--- src/rtl/core/afra_pkg.sv ---
`default_nettype none

package afra_pkg;

   localparam int DEF_MAX_BORROWS  = 16;
   localparam int DEF_OFFSET_WIDTH = 32;
   localparam logic [31:0] CAP_RESET = 32'd65536;

   // Operation codes.
   localparam logic FUNC_BORROW = 1'b0;
   localparam logic FUNC_RETURN = 1'b1;

   // Result status codes.
   localparam logic [2:0] ST_OK         = 3'd0;
   localparam logic [2:0] ST_ZERO_SIZE  = 3'd1;
   localparam logic [2:0] ST_ZERO_ALIGN = 3'd2;
   localparam logic [2:0] ST_NO_SPACE   = 3'd3;
   localparam logic [2:0] ST_TABLE_FULL = 3'd4;
   localparam logic [2:0] ST_BAD_RETURN = 3'd5;

   typedef struct packed {
      logic        func;
      logic [31:0] request_size;
      logic [31:0] request_alignment;
      logic [31:0] return_id;
      logic [31:0] return_offset;
      logic [31:0] return_size;
   } req_type;

   typedef struct packed {
      logic [2:0]  status;
      logic [31:0] granted_id;
      logic [31:0] granted_offset;
      logic [31:0] free_total;
      logic [4:0]  borrow_count;
   } rsp_type;

   // Commands from the controller to the datapath.
   typedef struct packed {
      logic       load;
      logic       cfg_take;
      logic       init;
      logic       set_st;
      logic [2:0] st_code;
      logic       tag_rd;
      logic       j_inc;
      logic       slot_take;
      logic       hit_take;
      logic       free_rd;
      logic       div_go;
      logic       align_latch;
      logic       i_inc;
      logic       rb_start;
      logic       rb_rd;
      logic       rb_first;
      logic       rb_second;
      logic       rb_tail;
      logic       rb_flush;
      logic       commit;
   } cmd_type;

   // Status from the datapath to the controller.
   typedef struct packed {
      logic is_ret;
      logic size0;
      logic align0;
      logic id0;
      logic tag_free;
      logic tag_match;
      logic j_last;
      logic i_lt;
      logic div_done;
      logic fits;
      logic k_lt;
      logic need_second;
   } sts_type;

endpackage

`default_nettype wire

--- src/rtl/core/afra_ctrl.sv ---
`default_nettype none

// Sequencer for the allocator: checks, tag scan, first-fit scan and list rebuild.
module afra_ctrl (
   input  wire logic              clock,
   input  wire logic              reset,
   input  wire logic              start,
   input  wire logic              csr_valid,
   input  wire afra_pkg::sts_type sts,
   output logic                   busy,
   output logic                   csr_ready,
   output logic                   rsp_valid,
   output afra_pkg::cmd_type      cmd
);

   localparam logic [4:0] S_INIT      = 5'd0;
   localparam logic [4:0] S_IDLE      = 5'd1;
   localparam logic [4:0] S_CHECK     = 5'd2;
   localparam logic [4:0] S_TAG_RD    = 5'd3;
   localparam logic [4:0] S_TAG_CHK   = 5'd4;
   localparam logic [4:0] S_FREE_RD   = 5'd5;
   localparam logic [4:0] S_DIV_GO    = 5'd6;
   localparam logic [4:0] S_DIV_WAIT  = 5'd7;
   localparam logic [4:0] S_ALIGN     = 5'd8;
   localparam logic [4:0] S_FIT       = 5'd9;
   localparam logic [4:0] S_RB_RD     = 5'd10;
   localparam logic [4:0] S_RB_FIRST  = 5'd11;
   localparam logic [4:0] S_RB_SECOND = 5'd12;
   localparam logic [4:0] S_RB_TAIL   = 5'd13;
   localparam logic [4:0] S_RB_FLUSH  = 5'd14;
   localparam logic [4:0] S_COMMIT    = 5'd15;
   localparam logic [4:0] S_FIN       = 5'd16;

   logic [4:0] state_ff, state_in;

   always_comb begin
      state_in = state_ff;
      cmd      = '0;
      unique case (state_ff)
         S_INIT: begin
            cmd.init = 1'b1;
            state_in = S_IDLE;
         end
         S_IDLE: begin
            if (csr_valid && !start) begin
               cmd.cfg_take = 1'b1;
               state_in     = S_INIT;
            end else if (start) begin
               cmd.load = 1'b1;
               state_in = S_CHECK;
            end
         end
         S_CHECK: begin
            priority if (!sts.is_ret && sts.size0) begin
               cmd.set_st  = 1'b1;
               cmd.st_code = afra_pkg::ST_ZERO_SIZE;
               state_in    = S_FIN;
            end else if (!sts.is_ret && sts.align0) begin
               cmd.set_st  = 1'b1;
               cmd.st_code = afra_pkg::ST_ZERO_ALIGN;
               state_in    = S_FIN;
            end else if (sts.is_ret && sts.id0) begin
               cmd.set_st  = 1'b1;
               cmd.st_code = afra_pkg::ST_BAD_RETURN;
               state_in    = S_FIN;
            end else begin
               state_in = S_TAG_RD;
            end
         end
         S_TAG_RD: begin
            if (sts.is_ret) begin
               cmd.tag_rd = 1'b1;
               state_in   = S_TAG_CHK;
            end else if (sts.tag_free) begin
               cmd.slot_take = 1'b1;
               state_in      = S_FREE_RD;
            end else if (sts.j_last) begin
               cmd.set_st  = 1'b1;
               cmd.st_code = afra_pkg::ST_TABLE_FULL;
               state_in    = S_FIN;
            end else begin
               cmd.j_inc = 1'b1;
            end
         end
         S_TAG_CHK: begin
            if (sts.tag_match) begin
               cmd.hit_take = 1'b1;
               cmd.rb_start = 1'b1;
               state_in     = S_RB_RD;
            end else if (sts.j_last) begin
               cmd.set_st  = 1'b1;
               cmd.st_code = afra_pkg::ST_BAD_RETURN;
               state_in    = S_FIN;
            end else begin
               cmd.j_inc = 1'b1;
               state_in  = S_TAG_RD;
            end
         end
         S_FREE_RD: begin
            if (sts.i_lt) begin
               cmd.free_rd = 1'b1;
               state_in    = S_DIV_GO;
            end else begin
               cmd.set_st  = 1'b1;
               cmd.st_code = afra_pkg::ST_NO_SPACE;
               state_in    = S_FIN;
            end
         end
         S_DIV_GO: begin
            cmd.div_go = 1'b1;
            state_in   = S_DIV_WAIT;
         end
         S_DIV_WAIT: begin
            if (sts.div_done) begin
               state_in = S_ALIGN;
            end
         end
         S_ALIGN: begin
            cmd.align_latch = 1'b1;
            state_in        = S_FIT;
         end
         S_FIT: begin
            if (sts.fits) begin
               cmd.rb_start = 1'b1;
               state_in     = S_RB_RD;
            end else begin
               cmd.i_inc = 1'b1;
               state_in  = S_FREE_RD;
            end
         end
         S_RB_RD: begin
            if (sts.k_lt) begin
               cmd.rb_rd = 1'b1;
               state_in  = S_RB_FIRST;
            end else begin
               state_in = S_RB_TAIL;
            end
         end
         S_RB_FIRST: begin
            cmd.rb_first = 1'b1;
            state_in     = sts.need_second ? S_RB_SECOND : S_RB_RD;
         end
         S_RB_SECOND: begin
            cmd.rb_second = 1'b1;
            state_in      = S_RB_RD;
         end
         S_RB_TAIL: begin
            cmd.rb_tail = 1'b1;
            state_in    = S_RB_FLUSH;
         end
         S_RB_FLUSH: begin
            cmd.rb_flush = 1'b1;
            state_in     = S_COMMIT;
         end
         S_COMMIT: begin
            cmd.commit  = 1'b1;
            cmd.set_st  = 1'b1;
            cmd.st_code = afra_pkg::ST_OK;
            state_in    = S_FIN;
         end
         S_FIN: begin
            state_in = S_IDLE;
         end
         default: begin
            state_in = S_IDLE;
         end
      endcase
   end

   always_ff @(posedge clock) begin
      if (reset) begin
         state_ff <= S_INIT;
      end else begin
         state_ff <= state_in;
      end
   end

   assign busy      = (state_ff != S_IDLE);
   assign csr_ready = (state_ff == S_IDLE) && !start;
   assign rsp_valid = (state_ff == S_FIN);

endmodule

`default_nettype wire

--- config.mk ---
export PLATFORM = sky130hd
export DESIGN_NAME = afra_ctrl
export DESIGN_NICKNAME = d
export VERILOG_FILES = /design/src/rtl/core/afra_pkg.sv /design/src/rtl/core/afra_ctrl.sv
export SDC_FILE = /design/constraint.sdc
export NUM_CORES = 1
export LEC_CHECK = 0
export BUFFER_PORTS_ARGS = -buffer_cell sky130_fd_sc_hd__buf_2
export CORE_MARGIN = 2
export CORE_UTILIZATION = 39
export CTS_CLUSTER_DIAMETER = 150
export DETAILED_ROUTE_END_ITERATION = 10
export GPL_ROUTABILITY_DRIVEN = 0
export PLACE_DENSITY = 0.75
export SKIP_LAST_GASP = 1
export SLEW_MARGIN = 20
export SYNTH_ARGS = -nofsm -noshare
export SYNTH_HDL_FRONTEND = slang
export SYNTH_SLANG_ARGS = --single-unit
export TNS_END_PERCENT = 10
--- constraint.sdc ---
create_clock -name clock -period 1.55 [get_ports clock]
set_clock_uncertainty 0.05 [all_clocks]
set_input_delay 0.2325 -clock clock [delete_from_list [all_inputs] [get_ports clock]]
set_output_delay 0.2325 -clock clock [all_outputs]
set_load 0.1 [all_outputs]
==> key figures, run 1 <==
Yosys
  • Top-area cell type share of the netlist area: 0.139
  • Ys flop type: dfxtp_1
  • Post-synthesis xor/xnor area fraction: 0
  • Largest cells by area after synthesis: dfxtp_1 14%, nor2_1 8.8%, nor3_1 7.6%
  • Syn nets: approximately 130
  • Multiplexer share of the synthesized area: 0
  • Synth Instances: about 120
  • Yosys warns: 0
  • Syn avg cell area: 6.22 um2
  • Post-Syn Area: 722 um2
  • Cell taking the most area after synthesis: dfxtp_1
  • Seq/Total Area, Yosys: 0.139
  • Synth Area in Compound Gates: 0.270
  • Post-Synth Simple-Gate Area: 0.508
  • Post-Synth Adder-Cell Area: 0
  • Synth async-reset ratio: 0
  • Yosys cell types: 32
  • Post-synth EDFFs: 0
  • Combinational family with the most area after synthesis: simple AND/OR/NAND/NOR gates
  • #FFs+latches synth: 5

Placed design
  • Number of port buffers: 40
  • Placed cell count: around 200
  • DP HPWL: approximately 3200 um

Die
  • Row Count: 15
  • Initial Util: 0.418
  • Die Ht: between 40 and 50 um
  • Die W: 47.0 um
  • IO Pins: around 40

Clock tree
  • PostCTS Resize Cnt: 19
  • Clk sink count: 5
  • Post-CTS setup buffers: 3
  • Root Buffer Master: clkbuf_4
  • CTS H-Tree Depth: 1
  • CTS Buffer Depth: 2
  • CTS Hold Bufs: 0
  • CTS buffer count: 3

Outcome
  • Exit stage: clock tree synthesis
  • Status: aborted with a tool error
  • Tool error: [ERROR DPL-0038] Utilization greater than 100%, impossible to legalize
-- cells in the mapped netlist (all sizes together) (2+ instances only) --
master and count:
and3 2, nor3 11, nor3b 3, o21ai 6, or3 2, or3b 4
clkbuf 7, or2 2, a2111oi 2, buf 2, nand2 8, dfxtp 5
nand3b 2, a21oi 8, a311oi 2, nand2b 8, nor4 4, inv 6
a31o 2, a211oi 4, nor2 17
-- stage by stage --
stage                     setup WS (ns)  area, um2
after global placement           -0.222       1590
after floorplan                  -0.893        855
after detailed placement         -0.366       1590
-- cell families after synthesis --
family / after synthesis
AOI/OAI and AO/OA: 29
and+or+nand+nor: 67
DFF: 5
buffers and inverters: 15
==> run 2, diff against run 1 <==
--- a/config.mk
+++ b/config.mk
@@ -6,12 +6,11 @@
 export NUM_CORES = 1
 export LEC_CHECK = 0
 export BUFFER_PORTS_ARGS = -buffer_cell sky130_fd_sc_hd__buf_2
-export CORE_MARGIN = 2
-export CORE_UTILIZATION = 39
-export CTS_CLUSTER_DIAMETER = 150
+export CORE_AREA = 2 2 63 65
 export DETAILED_ROUTE_END_ITERATION = 10
+export DIE_AREA = 0 0 65 67
 export GPL_ROUTABILITY_DRIVEN = 0
-export PLACE_DENSITY = 0.75
+export PLACE_DENSITY_LB_ADDON = 0.15
 export SKIP_LAST_GASP = 1
 export SLEW_MARGIN = 20
 export SYNTH_ARGS = -nofsm -noshare
==> constraint.sdc (replaced) <==
create_clock -name clock -period 2 [get_ports clock]
set_clock_uncertainty 0.05 [all_clocks]
set_input_delay 0.3 -clock clock [delete_from_list [all_inputs] [get_ports clock]]
set_output_delay 0.3 -clock clock [all_outputs]
set_load 0.1 [all_outputs]
==> run 2 against run 1 <==
Against the previous run:
- the flow now finishes, with violations (setup timing)
- synthesized cell count stayed put
- area after synthesis did not move
==> key figures, run 2 <==
Clock tree
  • Clock Latency Late Sink: roughly 0.22 ns
  • Clk slew on worst S/H paths: approximately 0.040 ns
  • CTS H-Tree Depth: 1
  • TritonCTS clock tree: built
  • CTS Buffer Depth: 2
  • CTS Hold Bufs: 0
  • CTS buffer count: 3
  • Root Buffer Master: clkbuf_8
  • Clk sink count: 5

Route
  • Met3 WL: approximately 80 um
  • Routed wl met2: roughly 1600 um
  • Drt total wl: 3150 um
  • DRT met1 WL: between 1000 and 1500 um
  • Via Count: between 1000 and 1500
  • Post-DRT Antenna Nets: 0
  • Top layer in use: met4
  • DRT Pass-1 Iters: 4
  • Vias per cell: between 4 and 5
  • Initial drt markers: 18
  • Residual DRC: 0
  • Routed length per instance: 14.2 um

Yosys
  • Yosys warns: 0
  • Top-area cell type share of the netlist area: 0.139
  • Largest cells by area after synthesis: dfxtp_1 14%, nor2_1 8.8%, nor3_1 7.6%
  • Syn avg cell area: around 6.2 um2
  • Seq/Total Area, Yosys: 0.139
  • Syn nets: roughly 130
  • Count leader, synth: nor2_1
  • #FFs+latches synth: 5
  • Post-synth EDFFs: 0
  • Top cells by count, synth: 17 x nor2_1, 11 x nor3_1, 8 x a21oi_1, 8 x nand2_1, 8 x nand2b_1
  • Ys flop type: dfxtp_1
  • Synth Instances: about 120
  • Yosys cell types: 32
  • Post-Syn Area: 722 um2
  • Synth async-reset ratio: 0
  • Cell taking the most area after synthesis: dfxtp_1

Power
  • Maximum vdd drop: 0.142 mV
  • P per Cell Area: approximately 350 nW/um2
  • Total power: between 0.0006 and 0.0007 W
  • LEAKAGE: about 0.69 nW

Worst setup path
  • FF-to-FF path depth: 6
  • Largest fanout on the critical path: 4
  • Kind of critical path: reg -> out
  • Worst setup SP type: flip-flop
  • FF-to-FF Start: state_ff[0]$_SDFFE_PP0P_
  • CP Data Required Time: between 1.5 and 2 ns
  • FF-to-FF setup slack: 0.10 ns
  • R2R Path End: state_ff[1]$_SDFFE_PP0P_
  • Worst EP arrival: approximately 1.7 ns
  • CP endpoint kind: output port

Finish
  • Ant. Diodes: 0
  • Most common cell after layout, fill and taps aside: buf_12
  • Final Cell Area: 1750 um2
  • Top flop regs: state_ff: 5 flops
  • Area Growth Syn to Fin: 142%
  • Top reg by flops: state_ff
  • Most frequent cells in the layout: 24 x buf_12, 20 x buf_4, 17 x buf_2, 8 x a21oi_1
  • Net count, final: around 190
  • Share of layout cells above drive strength 1: 0.621
  • Number of flip-flops in the largest register: 5

Hold path
  • Hold Crit Endpoint: state_ff[1]$_SDFFE_PP0P_
  • Hold Startpoint: reset
  • Hold depth: 2
  • Classification of the worst-slack hold path: in -> reg

GRT
  • Gr usage total: 0.151
  • Largest net degree at the start of global routing: 18
  • Vias in the first global route: 1054
  • First-pass GRT wire length: ~5000 um
  • Initial antenna violation count: 0
  • GRT Residual Overflow: 0

STA
  • Period utilisation layout: 1.00
  • Final setup vio count: 2
  • Final worst slack: -0.00840 ns
  • Relative slew slack: 0.680
  • Final Max Tran Viols: 0
  • Crit path time final: around 2 ns
  • FMAX: between 0.4 and 0.5 GHz
  • RSZ-0062 raised after global routing: yes
  • Worst Max-Slew Pin Slew: 0.484 ns
  • Final Hold Violating Endpoints: 0

Placed design
  • Post-DP Area: 1520 um2
  • DP HPWL: around 2500 um
  • Number of port buffers: 40

Die
  • Die Ht: between 60 and 70 um
  • IO Pins: a little over 40
  • Std-Cell Core Area: between 3000 and 4000 um2
  • Die Area: between 4000 and 5000 um2
  • Die W: 65 um
  • Initial Util: 0.200
  • Row Count: 22

Outcome
  • Failing checks: setup timing
  • Status: finished with violations

Run
  • Max-Cap Viols: 0
run 2: cell counts after synthesis:
No cell type changed its count.
run 2: worst max-delay path, stage by stage, from the launching register on:
cell and delay (ns):
dfxtp_4 0.36, buf_8 0.11, nand3b_1 0.16, nor4_4 0.33, buf_4 0.17, nor2_4 0.03
nor2_4 0.09, buf_12 0.18
run 2: layout make-up:
class / instances / area [um2]
Sequential cell: 5 / 106
Timing Repair Buffer: 63 / 742
Inverter: 6 / 22.5
Tap cell: 48 / 60.1
Multi-Input combinational cell: 96 / 772
Clock buffer: 4 / 45.0
Fill cell: 334 / 1860
run 2: cell families (layout without fill, tap and decap cells):
kind of cell           count (synthesis)  count (layout)  share of synthesized area
AO/OA/AOI/OAI                         29              29                      0.270
buffers and inverters                 15              73                     0.0832
flip-flops                             5               5                      0.139
AND/OR/NAND/NOR                       67              67                      0.508
run 2: through the flow:
step           utilization  setup TNS (ns)  setup slack, ns  std cells  hold slack (ns)
3_3_place_gp         0.423               0            0.128        211            0.498
2_1_floorplan            -           -5.14           -0.510        116            0.319
5_1_grt              0.485          -0.364          -0.0880        222            0.274
4_1_cts              0.468         -0.0942          -0.0263        218            0.265
6_report             0.485         -0.0167         -0.00840        222            0.262
3_5_place_dp         0.423               0           0.0493        211            0.498
run 2: how the worst max path moves through the flow:
stage                                  start      end  slack (ns)  depth (start not counted)
detailed placement  state_ff[0]$_SDFFE_PP0P_  cmd[18]        0.05                          5
global route        state_ff[0]$_SDFFE_PP0P_  cmd[13]       -0.09                          7
global placement    state_ff[1]$_SDFFE_PP0P_  cmd[18]        0.13                          5
CTS                 state_ff[1]$_SDFFE_PP0P_  cmd[15]       -0.03                          6
floorplan           state_ff[0]$_SDFFE_PP0P_   cmd[6]       -0.51                          5
finish              state_ff[0]$_SDFFE_PP0P_  cmd[13]      -0.008                          7
run 2: what timing repair did:
item                                    in CTS  in global routing
gates resized for setup                     25                  7
buffers inserted                             3                  5
endpoints found under the hold margin        0                  0
endpoints found under the setup margin       9                 11
pin swaps                                    8                  7
run 2: power breakdown:
group          internal, W  switching (W)  leakage, nW
Combinational     0.000119       0.000192        0.627
Clock             0.000137      0.0000526       0.0228
Sequential        0.000105     0.00000505       0.0421
Total             0.000361       0.000250        0.692
run 2: metal layers:
layer / global-route usage / vias to the layer above
li1: - / 540
met1: 0.198 / 532
met2: 0.251 / 20
met3: 0.0220 / 4
met4: 0.0505 / 0
met5: 0 / -
(Power assumes the default switching activity.)
